===== src/spq_pkg.sv =====
package spq_pkg;

    localparam int DEPTH       = 64;
    localparam int KEY_BITS    = 24;
    localparam int HANDLE_BITS = 9;
    localparam int RANK_BITS   = 6;
    localparam int FILL_BITS   = 7;
    localparam int AW          = (DEPTH > 1) ? $clog2(DEPTH) : 1;
    localparam int CW          = $clog2(DEPTH + 1);

    typedef enum logic [1:0] {
        ACT_INSERT = 2'd0,
        ACT_POP    = 2'd1,
        ACT_READ   = 2'd2,
        ACT_CLEAR  = 2'd3
    } t_action;

    typedef enum logic [1:0] {
        ST_OK    = 2'd0,
        ST_EMPTY = 2'd1,
        ST_FULL  = 2'd2
    } t_status;

    typedef struct packed {
        logic [KEY_BITS-1:0]    key;
        logic [HANDLE_BITS-1:0] handle;
    } t_entry;

    typedef struct packed {
        t_status                status;
        logic [KEY_BITS-1:0]    key;
        logic [HANDLE_BITS-1:0] handle;
        logic [FILL_BITS-1:0]   fill;
    } t_result;

    // Physical slot of a rank in the circular store that starts at head.
    function automatic logic [AW-1:0] spq_phys(logic [AW-1:0] head, logic [CW-1:0] lpos);
        logic [CW:0] sum;
        sum = (CW + 1)'(head) + (CW + 1)'(lpos);
        if (sum >= (CW + 1)'(DEPTH)) begin
            sum = sum - (CW + 1)'(DEPTH);
        end
        return sum[AW-1:0];
    endfunction

endpackage


===== src/spq_if.sv =====
interface spq_cmd_if;
    import spq_pkg::*;

    logic                   valid;
    logic                   ready;
    logic [1:0]             action;
    logic [KEY_BITS-1:0]    key;
    logic [HANDLE_BITS-1:0] handle;
    logic [RANK_BITS-1:0]   rank;

    modport source (output valid, action, key, handle, rank, input ready);
    modport sink   (input valid, action, key, handle, rank, output ready);
endinterface

interface spq_res_if;
    import spq_pkg::*;

    logic                   valid;
    logic                   ready;
    logic [1:0]             status;
    logic [KEY_BITS-1:0]    out_key;
    logic [HANDLE_BITS-1:0] out_handle;
    logic [FILL_BITS-1:0]   fill;

    modport source (output valid, status, out_key, out_handle, fill, input ready);
    modport sink   (input valid, status, out_key, out_handle, fill, output ready);
endinterface


===== src/spq_ram.sv =====
module spq_ram
    import spq_pkg::*;
(
    input  logic          i_clk,
    input  logic          i_we,
    input  logic [AW-1:0] i_waddr,
    input  t_entry        i_wdata,
    input  logic [AW-1:0] i_raddr,
    output t_entry        o_rdata
);

    t_entry r_mem [DEPTH];
    t_entry r_rdata;

    always_ff @(posedge i_clk) begin
        if (i_we) begin
            r_mem[i_waddr] <= i_wdata;
        end
        r_rdata <= r_mem[i_raddr];
    end

    assign o_rdata = r_rdata;

endmodule


===== src/sorted_priority_queue.sv =====
// Path from an accepted command beat to its result beat: clear, full insert, empty pop
// and an out-of-range read go straight to S_DONE; pop and read pass S_RD first.
// Insert shifts stored entries toward the tail in S_INS_CMP, one per step, then writes its
// own entry, the walk bounded by one read and one write of the entry memory per cycle.
// A new command beat is accepted the cycle after the result enters the output register.
// Synchronous active-low reset empties the queue; the entry memory is not cleared.
module sorted_priority_queue
    import spq_pkg::*;
(
    input  logic      i_clk,
    input  logic      i_rst_n,
    spq_cmd_if.sink   i_cmd,
    spq_res_if.source o_res
);

    typedef enum logic [2:0] {
        S_IDLE,
        S_RD,
        S_INS_CMP,
        S_INS_WR,
        S_DONE
    } t_state;

    t_state                 r_state, n_state;
    logic [AW-1:0]          r_head, n_head;
    logic [CW-1:0]          r_count, n_count;
    logic [CW-1:0]          r_pos, n_pos;
    logic [KEY_BITS-1:0]    r_key, n_key;
    logic [HANDLE_BITS-1:0] r_handle, n_handle;
    t_result                r_res, n_res;
    t_result                r_out, n_out;
    logic                   r_out_valid, n_out_valid;

    logic          mem_we;
    logic [AW-1:0] mem_waddr;
    t_entry        mem_wdata;
    logic [CW-1:0] rd_lpos;
    t_entry        mem_rdata;
    t_action       act;

    assign act = t_action'(i_cmd.action);

    spq_ram u_ram (
        .i_clk   (i_clk),
        .i_we    (mem_we),
        .i_waddr (mem_waddr),
        .i_wdata (mem_wdata),
        .i_raddr (spq_phys(r_head, rd_lpos)),
        .o_rdata (mem_rdata)
    );

    always_comb begin
        n_state     = r_state;
        n_head      = r_head;
        n_count     = r_count;
        n_pos       = r_pos;
        n_key       = r_key;
        n_handle    = r_handle;
        n_res       = r_res;
        n_out       = r_out;
        n_out_valid = r_out_valid;
        mem_we      = 1'b0;
        mem_waddr   = spq_phys(r_head, r_pos);
        mem_wdata   = mem_rdata;
        rd_lpos     = r_pos - CW'(2);

        if (r_out_valid && o_res.ready) begin
            n_out_valid = 1'b0;
        end

        unique case (r_state)
            S_IDLE: begin
                unique case (act)
                    ACT_READ:   rd_lpos = CW'(i_cmd.rank);
                    ACT_INSERT: rd_lpos = r_count - CW'(1);
                    ACT_POP:    rd_lpos = '0;
                    ACT_CLEAR:  rd_lpos = '0;
                endcase
                if (i_cmd.valid) begin
                    n_res   = '{status: ST_OK, key: '0, handle: '0, fill: FILL_BITS'(r_count)};
                    n_state = S_DONE;
                    n_key   = i_cmd.key;
                    n_handle = i_cmd.handle;
                    unique case (act)
                        ACT_INSERT: begin
                            if (r_count == CW'(DEPTH)) begin
                                n_res.status = ST_FULL;
                            end else begin
                                n_count = r_count + CW'(1);
                                n_pos   = r_count;
                                n_state = (r_count == '0) ? S_INS_WR : S_INS_CMP;
                            end
                        end
                        ACT_POP: begin
                            if (r_count == '0) begin
                                n_res.status = ST_EMPTY;
                            end else begin
                                n_count = r_count - CW'(1);
                                n_head  = spq_phys(r_head, CW'(1));
                                n_state = S_RD;
                            end
                        end
                        ACT_READ: begin
                            if (CW'(i_cmd.rank) >= r_count) begin
                                n_res.status = ST_EMPTY;
                            end else begin
                                n_state = S_RD;
                            end
                        end
                        ACT_CLEAR: begin
                            n_count    = '0;
                            n_res.fill = '0;
                        end
                    endcase
                end
            end
            S_RD: begin
                n_res   = '{status: ST_OK, key: mem_rdata.key, handle: mem_rdata.handle,
                            fill: FILL_BITS'(r_count)};
                n_state = S_DONE;
            end
            S_INS_CMP: begin
                mem_we = 1'b1;
                if (r_key > mem_rdata.key) begin
                    mem_wdata = '{key: r_key, handle: r_handle};
                    n_res     = '{status: ST_OK, key: '0, handle: '0,
                                  fill: FILL_BITS'(r_count)};
                    n_state   = S_DONE;
                end else begin
                    n_pos = r_pos - CW'(1);
                    if (r_pos == CW'(1)) begin
                        n_state = S_INS_WR;
                    end
                end
            end
            S_INS_WR: begin
                mem_we    = 1'b1;
                mem_wdata = '{key: r_key, handle: r_handle};
                n_res     = '{status: ST_OK, key: '0, handle: '0, fill: FILL_BITS'(r_count)};
                n_state   = S_DONE;
            end
            S_DONE: begin
                if (!r_out_valid || o_res.ready) begin
                    n_out       = r_res;
                    n_out_valid = 1'b1;
                    n_state     = S_IDLE;
                end
            end
            default: n_state = S_IDLE;
        endcase
    end

    always_ff @(posedge i_clk) begin
        if (!i_rst_n) begin
            r_state     <= S_IDLE;
            r_head      <= '0;
            r_count     <= '0;
            r_out_valid <= 1'b0;
        end else begin
            r_state     <= n_state;
            r_head      <= n_head;
            r_count     <= n_count;
            r_out_valid <= n_out_valid;
        end
        r_pos    <= n_pos;
        r_key    <= n_key;
        r_handle <= n_handle;
        r_res    <= n_res;
        r_out    <= n_out;
    end

    assign i_cmd.ready      = (r_state == S_IDLE);
    assign o_res.valid      = r_out_valid;
    assign o_res.status     = r_out.status;
    assign o_res.out_key    = r_out.key;
    assign o_res.out_handle = r_out.handle;
    assign o_res.fill       = r_out.fill;

endmodule


===== src/flat_wrapper.sv =====
// flat-port wrapper written by rule: the top's interface ports become plain ports
module sorted_priority_queue_flat import spq_pkg::*;
  (i_clk, i_rst_n, i_cmd_valid, i_cmd_action, i_cmd_key, i_cmd_handle, i_cmd_rank, i_cmd_ready, o_res_valid, o_res_status, o_res_out_key, o_res_out_handle, o_res_fill, o_res_ready);
  spq_cmd_if i_cmd_i ();
  spq_res_if o_res_i ();
  input  logic i_clk;
  input  logic i_rst_n;
  input wire logic [$bits(i_cmd_i.valid)-1:0] i_cmd_valid;
  input wire logic [$bits(i_cmd_i.action)-1:0] i_cmd_action;
  input wire logic [$bits(i_cmd_i.key)-1:0] i_cmd_key;
  input wire logic [$bits(i_cmd_i.handle)-1:0] i_cmd_handle;
  input wire logic [$bits(i_cmd_i.rank)-1:0] i_cmd_rank;
  output wire logic [$bits(i_cmd_i.ready)-1:0] i_cmd_ready;
  output wire logic [$bits(o_res_i.valid)-1:0] o_res_valid;
  output wire logic [$bits(o_res_i.status)-1:0] o_res_status;
  output wire logic [$bits(o_res_i.out_key)-1:0] o_res_out_key;
  output wire logic [$bits(o_res_i.out_handle)-1:0] o_res_out_handle;
  output wire logic [$bits(o_res_i.fill)-1:0] o_res_fill;
  input wire logic [$bits(o_res_i.ready)-1:0] o_res_ready;
  assign i_cmd_i.valid = i_cmd_valid;
  assign i_cmd_i.action = i_cmd_action;
  assign i_cmd_i.key = i_cmd_key;
  assign i_cmd_i.handle = i_cmd_handle;
  assign i_cmd_i.rank = i_cmd_rank;
  assign i_cmd_ready = i_cmd_i.ready;
  assign o_res_valid = o_res_i.valid;
  assign o_res_status = o_res_i.status;
  assign o_res_out_key = o_res_i.out_key;
  assign o_res_out_handle = o_res_i.out_handle;
  assign o_res_fill = o_res_i.fill;
  assign o_res_i.ready = o_res_ready;
  sorted_priority_queue u_core (.i_clk(i_clk), .i_rst_n(i_rst_n), .i_cmd(i_cmd_i), .o_res(o_res_i));
endmodule

===== config.mk =====
export PLATFORM = sky130hd
export DESIGN_NAME = sorted_priority_queue_flat
export DESIGN_NICKNAME = d
export VERILOG_FILES = /design/src/spq_pkg.sv /design/src/spq_if.sv /design/src/spq_ram.sv /design/src/sorted_priority_queue.sv /design/src/flat_wrapper.sv
export SDC_FILE = /design/constraint.sdc
export NUM_CORES = 2
export LEC_CHECK = 0
export BUFFER_PORTS_ARGS = -buffer_cell sky130_fd_sc_hd__buf_2
export CAP_MARGIN = 20
export CORE_MARGIN = 5
export CORE_UTILIZATION = 40
export DETAILED_ROUTE_END_ITERATION = 8
export GPL_TIMING_DRIVEN = 1
export PLACE_DENSITY = 0.57
export SYNTH_ARGS = -nofsm -noshare
export SYNTH_HDL_FRONTEND = slang
export SYNTH_HIERARCHICAL = 1
export SYNTH_SLANG_ARGS = --single-unit

===== constraint.sdc =====
create_clock -name i_clk -period 13.1 [get_ports i_clk]
set_input_delay 1.31 -clock i_clk [delete_from_list [all_inputs] [get_ports i_clk]]
set_output_delay 1.31 -clock i_clk [all_outputs]
set_load 0.005 [all_outputs]

==> summary.txt <==
Status
  – Status: finished clean

Synthesis
  – Largest cells by area after synthesis: edfxtp_1 76%, mux4_2 12%, dfxtp_1 1.1%, mux2i_1 1.1%, a22oi_1 0.68%
  – Syn Area/Cell: 21.2 um^2
  – Seq/Total Area, Yosys: 0.771
  – Most common cell in the netlist: edfxtp_1
  – Yosys reg bits: 2286
  – Ys async rst share: 0
  – Yosys cell types: 75
  – Post-synth EDFFs: 2236
  – Synth Instances: 4171
  – Mapped cell area: 88400 um^2
  – Syn nets: 4265
  – Yosys warnings: 6
  – Area leader, netlist: edfxtp_1
  – Synth top area share: 0.760
  – Synth top cells by count: 2236 x edfxtp_1, 485 x mux4_2, 131 x nand2_1
  – Main flop type after synthesis: edfxtp_1

Routing
  – DR iter-0 viols: 4692
  – DRT antenna net count: 0
  – Via/cell ratio: 5.81
  – Final wirelength: 230000 um
  – Vias: 43700
  – DR DRC count: 0
  – Router iterations before antenna repair: 5
  – Routed WL per cell: 30.6 um
  – Met2 WL: 112000 um
  – DR WL met3: 14700 um
  – Top sig layer: met4
  – M1 WL: 98700 um

STA
  – Unrepaired setup endpoints after global routing: false
  – Clock Skew: 38.1 ps
  – Post-layout min period: 5680 ps
  – Slew Limit Fails: 0
  – Period utilisation layout: 0.434
  – Slew @ Worst Pin: 1230 ps
  – # setup viols final: 0
  – Fmax: 176 MHz
  – Hold_ws: 414 ps
  – Final Hold Viols: 0
  – Total negative slack: 0 ps
  – Max-slew headroom: 0.176

GRT
  – GR Util All Layers: 0.197
  – First-pass GRT wire length: 328000 um
  – Largest net degree at the start of global routing: 122
  – GR Overflow Total: 0
  – Initial antenna violation count: 8
  – Vias in the first global route: 43500

Finish
  – Multi-input gate area: 19300 um^2
  – Area Overhead vs Synth: 13.2%
  – Layout fillers: 18300
  – Share of post-route cells with drive strength above 1: 0.251
  – Final net count: 4471
  – Reg area: 68100 um^2
  – Post-layout util: 0.455

Setup path
  – Slowest cell on the critical path: nand2_1
  – Worst stage delay on the critical path: 900 ps
  – Delay-heaviest family, CP: compound AO/OA/AOI/OAI gates
  – Critical Path AT: 6470 ps
  – Worst path buffer plus inverter count: 3
  – Crit path max fanout: 91
  – Critical path class: flip-flop to flip-flop
  – Crit path cell chain: inv_1 > ha_1 > o21ai_0 > nand2_1 > o22ai_1 > ha_1 > a21o_1 > a21oi_1 > xnor2_2 > buf_12 > clkinv_1 > nand2_1 > o221ai_1 > o22ai_1 > and3_1
  – Startpoint types: flip-flop
  – Setup crit end kind: flip-flop
  – CP Data Required Time: 13890 ps
  – R2r setup slk: 7420 ps

Floorplan
  – Top Ports: 89
  – Initial core utilization: 0.402
  – Die span in y: 480 um
  – Total die area: 230000 um^2
  – Die Wd: 480 um
  – Row count: 172
  – CORE AREA: 220000 um^2

CTS
  – CTS sink cnt: 2286
  – CTS tree: done
  – CTS Buf Count: 222
  – Cts hold-fix bufs: 0
  – Post-cts resize count: 0
  – Clk slew on worst S/H paths: 60 ps
  – Clock tree buffer depth: 3
  – Root buf cell: clkbuf_16
  – Post-CTS setup buffers: 0
  – H-Tree Depth: 4
  – Clk_lat worst skew: 850 ps

Placement
  – Detail Placement HPWL: 130000 um
  – RD Place Congestion: 0.799
  – Number of port buffers: 88

Power
  – Static leakage: 31.0 nW
  – Power Density: 203 nW/um^2
  – Peak supply drop: 0.000186 V

Worst hold path
  – Hold Crit Class: flip-flop to flip-flop

Job
  – Number of max-cap violations: 0
[worst reg2reg max path, cell delays in order (launching register included)]
cell,delay (ps)
dfxtp_1,550
inv_1,150
ha_1,340
o21ai_0,200
nand2_1,90
o22ai_1,260
ha_1,290
a21o_1,160
a21oi_1,260
xnor2_2,180
buf_12,460
clkinv_1,600
nand2_1,900
o221ai_1,460
o22ai_1,510
and3_1,230
[power breakdown]
group          internal [mW]  switching (mW)
Clock                   3.60            2.70
Sequential              9.30           0.181
Combinational           1.44            3.06
[flip-flops by register name, summed over array words and instances (netlist names)]
register                 count
u_core/o_res.out_key        24
u_core/r_count               7
u_core/r_res                42
u_core/o_res.valid           1
u_core/r_head                6
u_core/r_state               3
u_core/o_res.status          2
u_core/o_res.fill            7
u_core/u_ram/o_rdata        33
u_core/o_res.out_handle      9
u_core/u_ram/r_mem        2112
u_core/r_handle              9
u_core/r_key                24
u_core/r_pos                 7
[kinds of logic after synthesis]
family                     count (synthesis)  share of synthesized area
and+or+nand+nor                          531                     0.0303
xor gates and xnor gates                  26                    0.00258
DFF                                     2286                      0.771
adders and majority gates                 49                    0.00711
buffers and inverters                    278                     0.0169
muxes                                    623                      0.141
AOI/OAI and AO/OA                        378                     0.0309
[per-layer routing]
| metal | up-vias | track usage |
|---|---|---|
| li1 | 17900 | - |
| met5 | - | 0 |
| met2 | 1622 | 0.319 |
| met4 | 0 | 0.0488 |
| met1 | 23900 | 0.284 |
| met3 | 296 | 0.0291 |
[final cells by class]
type | count | share of cell area
Clock buffer | 284 | 0.0596
Clock inverter | 129 | 0.0120
Tap cell | 2958 | 0.0370
Sequential cell | 2286 | 0.681
Antenna cell | 1 | 0.0000250
Timing Repair Buffer | 210 | 0.0145
Inverter | 50 | 0.00188
Multi-Input combinational cell | 1607 | 0.193
[through the flow]
step	setup slack [ps]	area, um^2	total power, mW	cells
after floorplan	7850	88400	12.4	4171
after global placement	6730	92800	14.2	7109
after detailed placement	6750	92800	14.2	7109
after CTS	7400	100000	20.5	7522
after global routing	7200	100000	21.0	7525
final	7420	100000	20.3	7525
[path summary, 6_finish.rpt]
| check | startpoint | end | cells past startpoint |
|---|---|---|---|
| worst max-delay path | u_core/r_count[0]$_SDFFE_PN0P_ | u_core/u_ram/o_rdata[28]$_DFF_P_ | 15 |
| worst min-delay path | u_core/r_res[18]$_DFFE_PP_ | u_core/o_res.out_key[2]$_DFFE_PP_ | 0 |
| worst max register to register | u_core/r_count[0]$_SDFFE_PN0P_ | u_core/u_ram/o_rdata[28]$_DFF_P_ | 15 |
| worst min register to register | u_core/r_res[18]$_DFFE_PP_ | u_core/o_res.out_key[2]$_DFFE_PP_ | 0 |
[placed cells by master (no fill, tap or decap), types with 58 or more instances in the layout]
master and instances:
o22ai_1 68, buf_2 89, mux2i_1 99, clkbuf_16 227, mux4_2 485, a22oi_1 80, nor2_4 66, buf_4 113
nand2_1 131, nand3_1 90, clkinv_1 58, edfxtp_1 2236
Note: power is estimated with default switching activity, not from simulation.
